**src/rtl/grp_pkg.sv**
```systemverilog
// Shared types and constants for the guillotine rectangle packer.
// Used by grp_ctrl, grp_dp and guillotine_rect_packer_unit; no dependencies.
package grp_pkg;

	localparam int DEF_MAX_FREE_RECTS = 64;
	localparam int DEF_COORD_BITS     = 16;
	localparam int FLD_BITS           = 16;
	localparam int CFG_IDX_BITS       = 2;

	localparam logic [CFG_IDX_BITS-1:0] CFG_BIN_WIDTH  = 2'd0;
	localparam logic [CFG_IDX_BITS-1:0] CFG_BIN_HEIGHT = 2'd1;
	localparam logic [CFG_IDX_BITS-1:0] CFG_FIT_RULE   = 2'd2;

	localparam logic [1:0] RULE_AREA  = 2'd0;
	localparam logic [1:0] RULE_SHORT = 2'd1;
	localparam logic [1:0] RULE_LONG  = 2'd2;

	localparam int            RESET_BIN  = 1024;
	localparam logic [1:0]    RESET_RULE = RULE_AREA;
	localparam logic          ACT_CLEAR  = 1'b1;

	// write data select for the free-list memory
	localparam logic [2:0] WSEL_MOVE   = 3'd0;
	localparam logic [2:0] WSEL_PIECE0 = 3'd1;
	localparam logic [2:0] WSEL_PIECE1 = 3'd2;
	localparam logic [2:0] WSEL_MERGE  = 3'd3;
	localparam logic [2:0] WSEL_INIT   = 3'd4;
	localparam logic [2:0] WSEL_CLEAR  = 3'd5;

	typedef struct packed {
		logic       cap_in;
		logic       scan_start;
		logic       eval;
		logic       take_exact;
		logic       cmp;
		logic       split_mul;
		logic       split_piece;
		logic       ovf_set;
		logic       a_load;
		logic       a_upd;
		logic       out_load;
		logic       out_placed;
		logic       rd_en;
		logic       wr_en;
		logic [2:0] wr_sel;
	} cmd_t;

	typedef struct packed {
		logic action;
		logic zero_blk;
		logic bin_ok;
		logic exact;
		logic better;
		logic found;
		logic piece0_ok;
		logic piece1_ok;
		logic joined;
		logic out_busy;
	} stat_t;

endpackage

```
**src/rtl/grp_ctrl.sv**
```systemverilog
// Controller of the packer: sequences scan, split, removal, append and merge
// over the free-list memory. Depends on grp_pkg.
module grp_ctrl #(
	parameter int MAX_FREE_RECTS = grp_pkg::DEF_MAX_FREE_RECTS,
	parameter int AW             = $clog2(MAX_FREE_RECTS),
	parameter int CW             = $clog2(MAX_FREE_RECTS + 1)
) (
	input  logic           clk,
	input  logic           arst_n,
	input  logic           in_valid,
	output logic           in_stall,
	input  grp_pkg::stat_t st,
	output grp_pkg::cmd_t  cmd,
	output logic [AW-1:0]  rd_addr,
	output logic [AW-1:0]  wr_addr
);

	localparam logic [4:0] S_INIT     = 5'd0;
	localparam logic [4:0] S_IDLE     = 5'd1;
	localparam logic [4:0] S_DECODE   = 5'd2;
	localparam logic [4:0] S_SCAN_RD  = 5'd3;
	localparam logic [4:0] S_SCAN_EV  = 5'd4;
	localparam logic [4:0] S_SCAN_CMP = 5'd5;
	localparam logic [4:0] S_SPLIT    = 5'd6;
	localparam logic [4:0] S_SPLIT2   = 5'd7;
	localparam logic [4:0] S_DROP_RD  = 5'd8;
	localparam logic [4:0] S_DROP_WR  = 5'd9;
	localparam logic [4:0] S_APP0     = 5'd10;
	localparam logic [4:0] S_APP1     = 5'd11;
	localparam logic [4:0] S_M_I      = 5'd12;
	localparam logic [4:0] S_M_A      = 5'd13;
	localparam logic [4:0] S_M_JRD    = 5'd14;
	localparam logic [4:0] S_M_JEV    = 5'd15;
	localparam logic [4:0] S_M_JCHK   = 5'd16;
	localparam logic [4:0] S_DONE     = 5'd17;

	localparam logic [CW-1:0] ONE  = CW'(1);
	localparam logic [CW-1:0] MAXC = CW'(MAX_FREE_RECTS);

	logic [4:0]    state_q, state_d;
	logic [CW-1:0] count_q, count_d;
	logic [CW-1:0] i_q, i_d;
	logic [CW-1:0] j_q, j_d;
	logic [CW-1:0] k_q, k_d;
	logic [CW-1:0] sel_q, sel_d;
	logic          ret_merge_q, ret_merge_d;
	logic          placed_q, placed_d;
	logic [CW-1:0] k_nx;

	assign k_nx     = k_q + ONE;
	assign in_stall = (state_q != S_IDLE);

	always_comb begin
		state_d     = state_q;
		count_d     = count_q;
		i_d         = i_q;
		j_d         = j_q;
		k_d         = k_q;
		sel_d       = sel_q;
		ret_merge_d = ret_merge_q;
		placed_d    = placed_q;
		cmd         = '0;
		rd_addr     = i_q[AW-1:0];
		wr_addr     = '0;
		unique case (state_q)
			S_INIT: begin
				cmd.wr_en  = 1'b1;
				cmd.wr_sel = grp_pkg::WSEL_INIT;
				count_d    = ONE;
				state_d    = S_IDLE;
			end
			S_IDLE: begin
				if (in_valid) begin
					cmd.cap_in = 1'b1;
					state_d    = S_DECODE;
				end
			end
			S_DECODE: begin
				placed_d = 1'b0;
				if (st.action == grp_pkg::ACT_CLEAR) begin
					if (st.bin_ok) begin
						cmd.wr_en  = 1'b1;
						cmd.wr_sel = grp_pkg::WSEL_CLEAR;
						count_d    = ONE;
					end else begin
						count_d = '0;
					end
					state_d = S_DONE;
				end else if (st.zero_blk || (count_q == '0)) begin
					state_d = S_DONE;
				end else begin
					cmd.scan_start = 1'b1;
					i_d            = '0;
					state_d        = S_SCAN_RD;
				end
			end
			S_SCAN_RD: begin
				cmd.rd_en = 1'b1;
				state_d   = S_SCAN_EV;
			end
			S_SCAN_EV: begin
				cmd.eval = 1'b1;
				if (st.exact) begin
					cmd.take_exact = 1'b1;
					sel_d          = i_q;
					state_d        = S_SPLIT;
				end else begin
					state_d = S_SCAN_CMP;
				end
			end
			S_SCAN_CMP: begin
				cmd.cmp = 1'b1;
				if (st.better) begin
					sel_d = i_q;
				end
				i_d = i_q + ONE;
				if ((i_q + ONE) == count_q) begin
					state_d = (st.found || st.better) ? S_SPLIT : S_DONE;
				end else begin
					state_d = S_SCAN_RD;
				end
			end
			S_SPLIT: begin
				cmd.split_mul = 1'b1;
				state_d       = S_SPLIT2;
			end
			S_SPLIT2: begin
				// remove the chosen entry, then append the pieces
				cmd.split_piece = 1'b1;
				k_d             = sel_q;
				ret_merge_d     = 1'b0;
				if ((sel_q + ONE) < count_q) begin
					state_d = S_DROP_RD;
				end else begin
					count_d = count_q - ONE;
					state_d = S_APP0;
				end
			end
			S_DROP_RD: begin
				cmd.rd_en = 1'b1;
				rd_addr   = k_nx[AW-1:0];
				state_d   = S_DROP_WR;
			end
			S_DROP_WR: begin
				cmd.wr_en  = 1'b1;
				cmd.wr_sel = grp_pkg::WSEL_MOVE;
				wr_addr    = k_q[AW-1:0];
				k_d        = k_nx;
				if ((k_nx + ONE) < count_q) begin
					state_d = S_DROP_RD;
				end else begin
					count_d = count_q - ONE;
					state_d = ret_merge_q ? S_M_JCHK : S_APP0;
				end
			end
			S_APP0: begin
				if (st.piece0_ok) begin
					if (count_q >= MAXC) begin
						cmd.ovf_set = 1'b1;
					end else begin
						cmd.wr_en  = 1'b1;
						cmd.wr_sel = grp_pkg::WSEL_PIECE0;
						wr_addr    = count_q[AW-1:0];
						count_d    = count_q + ONE;
					end
				end
				state_d = S_APP1;
			end
			S_APP1: begin
				if (st.piece1_ok) begin
					if (count_q >= MAXC) begin
						cmd.ovf_set = 1'b1;
					end else begin
						cmd.wr_en  = 1'b1;
						cmd.wr_sel = grp_pkg::WSEL_PIECE1;
						wr_addr    = count_q[AW-1:0];
						count_d    = count_q + ONE;
					end
				end
				i_d     = '0;
				state_d = S_M_I;
			end
			S_M_I: begin
				if ((i_q + ONE) < count_q) begin
					cmd.rd_en = 1'b1;
					j_d       = i_q + ONE;
					state_d   = S_M_A;
				end else begin
					placed_d = 1'b1;
					state_d  = S_DONE;
				end
			end
			S_M_A: begin
				cmd.a_load = 1'b1;
				state_d    = S_M_JRD;
			end
			S_M_JRD: begin
				cmd.rd_en = 1'b1;
				rd_addr   = j_q[AW-1:0];
				state_d   = S_M_JEV;
			end
			S_M_JEV: begin
				if (st.joined) begin
					// fold into the held entry and remove entry j
					cmd.a_upd   = 1'b1;
					k_d         = j_q;
					ret_merge_d = 1'b1;
					if ((j_q + ONE) < count_q) begin
						state_d = S_DROP_RD;
					end else begin
						count_d = count_q - ONE;
						state_d = S_M_JCHK;
					end
				end else begin
					j_d     = j_q + ONE;
					state_d = S_M_JCHK;
				end
			end
			S_M_JCHK: begin
				if (j_q < count_q) begin
					state_d = S_M_JRD;
				end else begin
					cmd.wr_en  = 1'b1;
					cmd.wr_sel = grp_pkg::WSEL_MERGE;
					wr_addr    = i_q[AW-1:0];
					i_d        = i_q + ONE;
					state_d    = S_M_I;
				end
			end
			S_DONE: begin
				if (!st.out_busy) begin
					cmd.out_load   = 1'b1;
					cmd.out_placed = placed_q;
					state_d        = S_IDLE;
				end
			end
			default: begin
				state_d = S_IDLE;
			end
		endcase
	end

	always_ff @(posedge clk or negedge arst_n) begin
		if (!arst_n) begin
			state_q     <= S_INIT;
			count_q     <= ONE;
			i_q         <= '0;
			j_q         <= '0;
			k_q         <= '0;
			sel_q       <= '0;
			ret_merge_q <= 1'b0;
			placed_q    <= 1'b0;
		end else begin
			state_q     <= state_d;
			count_q     <= count_d;
			i_q         <= i_d;
			j_q         <= j_d;
			k_q         <= k_d;
			sel_q       <= sel_d;
			ret_merge_q <= ret_merge_d;
			placed_q    <= placed_d;
		end
	end

`ifndef SYNTHESIS
	a_count_range: assert property (@(posedge clk) disable iff (!arst_n)
		count_q <= MAXC)
		else $error("free count beyond list depth");
	a_wr_in_list: assert property (@(posedge clk) disable iff (!arst_n)
		cmd.wr_en |-> (CW'(wr_addr) <= count_q))
		else $error("free-list write beyond the valid entries");
	a_accept_decode: assert property (@(posedge clk) disable iff (!arst_n)
		(in_valid && !in_stall) |=> (state_q == S_DECODE))
		else $error("accepted beat not decoded");
	a_sel_valid: assert property (@(posedge clk) disable iff (!arst_n)
		(state_q == S_SPLIT) |-> (sel_q < count_q))
		else $error("chosen entry outside the list");
`endif

endmodule

```
**config.mk**
```make
export PLATFORM = sky130hd
export DESIGN_NAME = grp_ctrl
export DESIGN_NICKNAME = d
export VERILOG_FILES = /design/src/rtl/grp_pkg.sv /design/src/rtl/grp_ctrl.sv
export SDC_FILE = /design/constraint.sdc
export NUM_CORES = 1
export LEC_CHECK = 0
export BUFFER_PORTS_ARGS = -buffer_cell sky130_fd_sc_hd__buf_2
export CORE_ASPECT_RATIO = 1.25
export CORE_MARGIN = 3
export CORE_UTILIZATION = 65
export DETAILED_ROUTE_END_ITERATION = 12
export PLACE_DENSITY = 0.87
export RECOVER_POWER = 100
export SLEW_MARGIN = 20
export SYNTH_ARGS = -nofsm -noshare
export SYNTH_HDL_FRONTEND = slang
export SYNTH_SLANG_ARGS = --single-unit
```
**constraint.sdc**
```tcl
create_clock -name clk -period 5.9 [get_ports clk]
set_clock_uncertainty 0.15 [all_clocks]
set_input_delay 0.295 -clock clk [delete_from_list [all_inputs] [get_ports clk]]
set_output_delay 0.295 -clock clk [all_outputs]
set_load 0.05 [all_outputs]
```
=== Word-level counts from Yosys, hierarchy flattened ===
Index checks and enable logic that the tools add are counted.

* Register bits: 42
* Word-level logic and storage cells: 153

* Order comparisons: 6
* Equality and inequality tests: 36
* Multiplexer cells: 76
* $add $sub $neg: 7
* Reduce and logical (&&, ||, !) cells: 20

{| class="wikitable"
|+ Operator list
! cell !! count
|-
| $mux W7 || 16
|-
| $pmux W5 S17 || 1
|-
| $mux W5 || 11
|-
| $pmux W7 S7 || 1
|-
| $add A7 B1 Y7 const B || 6
|-
| $eq A5 B4 Y1 const B || 8
|-
| $lt A7 B7 Y1 || 5
|-
| $ne A2 B2 Y1 const B || 17
|-
| $mux W4 || 7
|-
| $pmux W7 S2 || 2
|-
| $pmux W7 S4 || 1
|-
| $mux W6 || 4
|-
| $pmux W4 S6 || 1
|-
| $pmux W6 S4 || 1
|-
| $pmux W7 S3 || 1
|-
| $eq A5 B3 Y1 const B || 4
|-
| $mux W1 || 19
|-
| $mux W2 || 6
|-
| $pmux W6 S2 || 1
|-
| $eq A5 B2 Y1 const B || 2
|-
| $eq A5 B5 Y1 const B || 2
|-
| $pmux W1 S2 || 4
|-
| $reduce_and A2 Y1 || 4
|-
| $reduce_and A8 Y1 || 1
|-
| other kinds (15) || 20
|}

=== Depth between registers and ports, before layout ===
* Depth in word-level cells: 5
* Gate-level depth with buffers: 14
* Gate-level depth less buffers: 13

=== Worst setup path after synthesis ===
OpenSTA, ideal clock, no wires.

* Path kind: register -> output
* Start: register i_q[1]
* End: output cmd[4] in the netlist's numbering
* Data required time: 5.455 ns
* Buffers on the path: 0
* Stages on the path, launching flop included: 12
* Setup slack: 2.222 ns
* Data arrival time: 3.233 ns
* Cell sequence: dfrtp_1 -> ha_1 -> nand3_1 -> xor2_1 -> inv_1 -> ha_1 -> a21o_1 -> a21oi_1 -> nor2b_1 -> nor3_1 -> o21ai_0 -> a221oi_1

{| class="wikitable"
|+ RTL lines
! element !! line !! text
|-
| start, declared || grp_ctrl.sv:42 || <nowiki>logic [CW-1:0] i_q, i_d;</nowiki>
|-
| start signal, assigned || grp_ctrl.sv:256 || <nowiki>i_q <= i_d;</nowiki>
|-
| end, declared || grp_ctrl.sv:13 || <nowiki>output grp_pkg::cmd_t cmd,</nowiki>
|}

==> impl_metrics.toml <==
[clock_tree]
max-clock-path-buffers = 2
cts_resized = 0
clockRootBuffer = "sky130_fd_sc_hd__clkbuf_8"
cts_setup_buffers = 0
tritoncts_clock_tree = "done"
clock_tree.htree_level_count = 2
cts_hold_buf = 0
clock-sinks = 42
latest_clock_arrival_within_the_worst_skew_pair_ns = 0.31
cts_made_buffers = 5
cts.clk_slew.worst_paths_ns = 0.08

[yosys]
post_synth_main_area_contributors = "sky130_fd_sc_hd__dfrtp_1 24%, sky130_fd_sc_hd__ha_1 12%, sky130_fd_sc_hd__nor2_1 3.8%"
number_of_enable_type_register_cells_in_the_synthesized_netlist = 0
yosysUniqueCellTypes = 74
synth-async-reset-ratio = 1.00
synth.net_count = 556
synth_top_area_cell = "sky130_fd_sc_hd__dfrtp_1"
seq_area_frac_synth = 0.249
yosysTopAreaCellShare = 0.243
postSynth.topFlopCell = "sky130_fd_sc_hd__dfrtp_1"
syn-instance-count = 500
syn_area_mm2 = 0.00423
synthesis.yosys.warnings = 0
syn-mean-instance-area_um2 = 8.46
yosys_register_bits = 42

[cells_and_area]
layout.cells.most_common = "sky130_fd_sc_hd__nor2_1"
antenna-diode-count = 0
fin_util = 0.712
final_layout_size_suffix_gt1_frac = 0.0797
fin_nets = 582
layout_common_cells = "46 x sky130_fd_sc_hd__nor2_1, 42 x sky130_fd_sc_hd__ha_1, 41 x sky130_fd_sc_hd__dfrtp_1"
stdcell_area_mm2 = 0.00445
synthToLayoutAreaGrowth_pct = 5.15

[setup_path]
cp-startpoint = "i_q[0]"
critPathMaxFanout = 10
worstRegToRegCells = 11
required_worst_endpoint_ns = 5.45
worst_r2r_src = "k_q[0]"
worst_setup_path_start_kind = "flip-flop"
arrival_time_at_the_worst_endpoint_ns = 3.57
setup_crit_end_kind = "primary output"
timing.setup.critical_path_class = "reg2out"

[timing]
final_period_minus_worst_setup_slack_ns = 4.02
fin_tns_setup_ns = 0
slew_headroom = -0.517
final.hold.worst_slack_ns = 0.262
worst_slew_pin_slew_ns = 2.28
final_min_period_over_clock_period = 0.681
setup_viol = 0
rsz0062_at_grt = "false"
drv_slew = 43
fmaxAchievable_mhz = 249
hold_viol_final = 0

[drt]
met3_length_um = 973
firstDrtPassIters = 5
detail_route.iter0.violations = 373
antenna_left = 0
detailroute.via_count = 4099
wirelength_mm = 12.0
wire_per_inst_um = 19.6
highest-signal-layer = "met4"
drt-vias-per-instance = 6.70
drc_errors = 0
wirelength_met1_mm = 4.75
met2WireLength_mm = 5.72

[flow_run]
timing.max_cap.violations = 1

[die]
rows = 32
die_x_um = 78.2
core_mm2 = 0.00625
die_height_um = 96.2
i_o_pin_count = 43
fp.dieArea_mm2 = 0.00752
start_util = 0.677

[grt]
grt-ovfl-total = 0
grt_pass1_vias = 3863
grt_pass1_wl_mm = 19.5
grt_antenna_before_repair = 0
gr-usage-all-layers = 0.331
grt_max_degree = 43

[placement]
port_buffers = 42
place.gp.congestion = 0.950
post-dp-hpwl_mm = 9.08
dpl_cell_area_mm2 = 0.00443

[power_and_ir_drop]
power.leakage_nw = 2.01
power_density_mw_per_mm2 = 536
worst_ir_drop_vdd_mv = 0.400

[status]
run_status = "complete, but fails checks"
failed_checks = "capacitance limit, slew limit"

[worst_hold_path]
min-delay-path-class = "in2reg"
min_delay_path_depth = 4
worst_hold_startpoint = "st[4]"
## final cells by class
| class | count | area (um^2) |
|---|---|---|
| repair buffers | 42 | 175 |
| fillers | 550 | 1800 |
| multi-input cells | 415 | 2930 |
| clock inverters | 1 | 30.0 |
| inverters | 20 | 75.1 |
| flip-flops and latches | 42 | 1050 |
| well taps | 85 | 106 |
| clock buffers | 7 | 76.3 |
## cells by family (layout without fill, tap and decap cells)
group,after synthesis,count (layout),share of synthesized area
adders and majority gates,43,43,0.129
muxes,18,18,0.0512
DFF,42,42,0.249
AOI/OAI and AO/OA,137,137,0.228
and+or+nand+nor,190,190,0.242
xor gates and xnor gates,27,27,0.0559
buffers and inverters,43,70,0.0458
## worst max-delay path, stage by stage, from the launching register on
cell and delay [ns]:
sky130_fd_sc_hd__dfrtp_1 0.57, sky130_fd_sc_hd__ha_1 0.28, sky130_fd_sc_hd__nand3_1 0.12, sky130_fd_sc_hd__xor2_1 0.16, sky130_fd_sc_hd__inv_1 0.15, sky130_fd_sc_hd__ha_1 0.27
sky130_fd_sc_hd__a21o_1 0.18, sky130_fd_sc_hd__a21oi_1 0.13, sky130_fd_sc_hd__nor2b_1 0.10, sky130_fd_sc_hd__nor3_1 0.38, sky130_fd_sc_hd__o21ai_0 0.15, sky130_fd_sc_hd__a221oi_1 0.27
sky130_fd_sc_hd__clkbuf_1 0.50
## metrics by stage
| step | power (mW) | std cells | worst slack [ns] |
|---|---|---|---|
| floorplan | 1.82 | 500 | 2.22 |
| global placement | 2.11 | 604 | 2.42 |
| detailed placement | 2.16 | 604 | 2.36 |
| CTS | 2.40 | 612 | 2.14 |
| global route | 2.58 | 612 | 1.68 |
| finish | 2.39 | 612 | 1.88 |
## registers in the layout, indices dropped and copies added, names as in the netlist
name,cells
count_q,7
i_q,7
j_q,7
k_q,7
placed_q,1
ret_merge_q,1
sel_q,7
state_q,5
## worst paths after layout
check,to,slack [ns]
setup / recovery,cmd[4],1.88
hold / removal,state_q[0],0.26
setup reg to reg,count_q[1],2.19
hold reg to reg,placed_q,0.34
max in group asynchronous,count_q[5],3.78
min in group asynchronous,i_q[5],0.51
## per-layer routing
layer,global-route usage,vias up
met4,0.140,0
met5,0,-
met3,0.0552,54
li1,-,1909
met2,0.571,255
met1,0.410,1881
## report_power, final
group | total (mW) | switching [mW] | internal (mW)
Clock | 0.228 | 0.101 | 0.127
Combinational | 1.51 | 0.940 | 0.572
Sequential | 0.645 | 0.261 | 0.384
Total | 2.39 | 1.30 | 1.08
## cell usage after synthesis (all sizes together), types with 2 or more instances
master	n
nor2b	10
mux2	14
a21oi	28
xnor2	16
dfrtp	41
or3	2
a221oi	7
a2111oi	3
o211ai	6
nand3	25
clkbuf	11
o2111ai	2
nor3b	3
and2	6
a21o	17
inv	20
nand2b	14
xor2	11
nand2	40
o21a	3
nor3	10
a22o	11
buf	12
o22ai	4
nor4	2
and3	6
nand4	11
nor2	49
a21bo	2
nand4b	2
a31oi	5
mux2i	4
a221o	5
a22oi	2
ha	42
o31ai	2
nand3b	5
a2bb2oi	2
o21ai	27
Power figures use the tool's default switching activity.
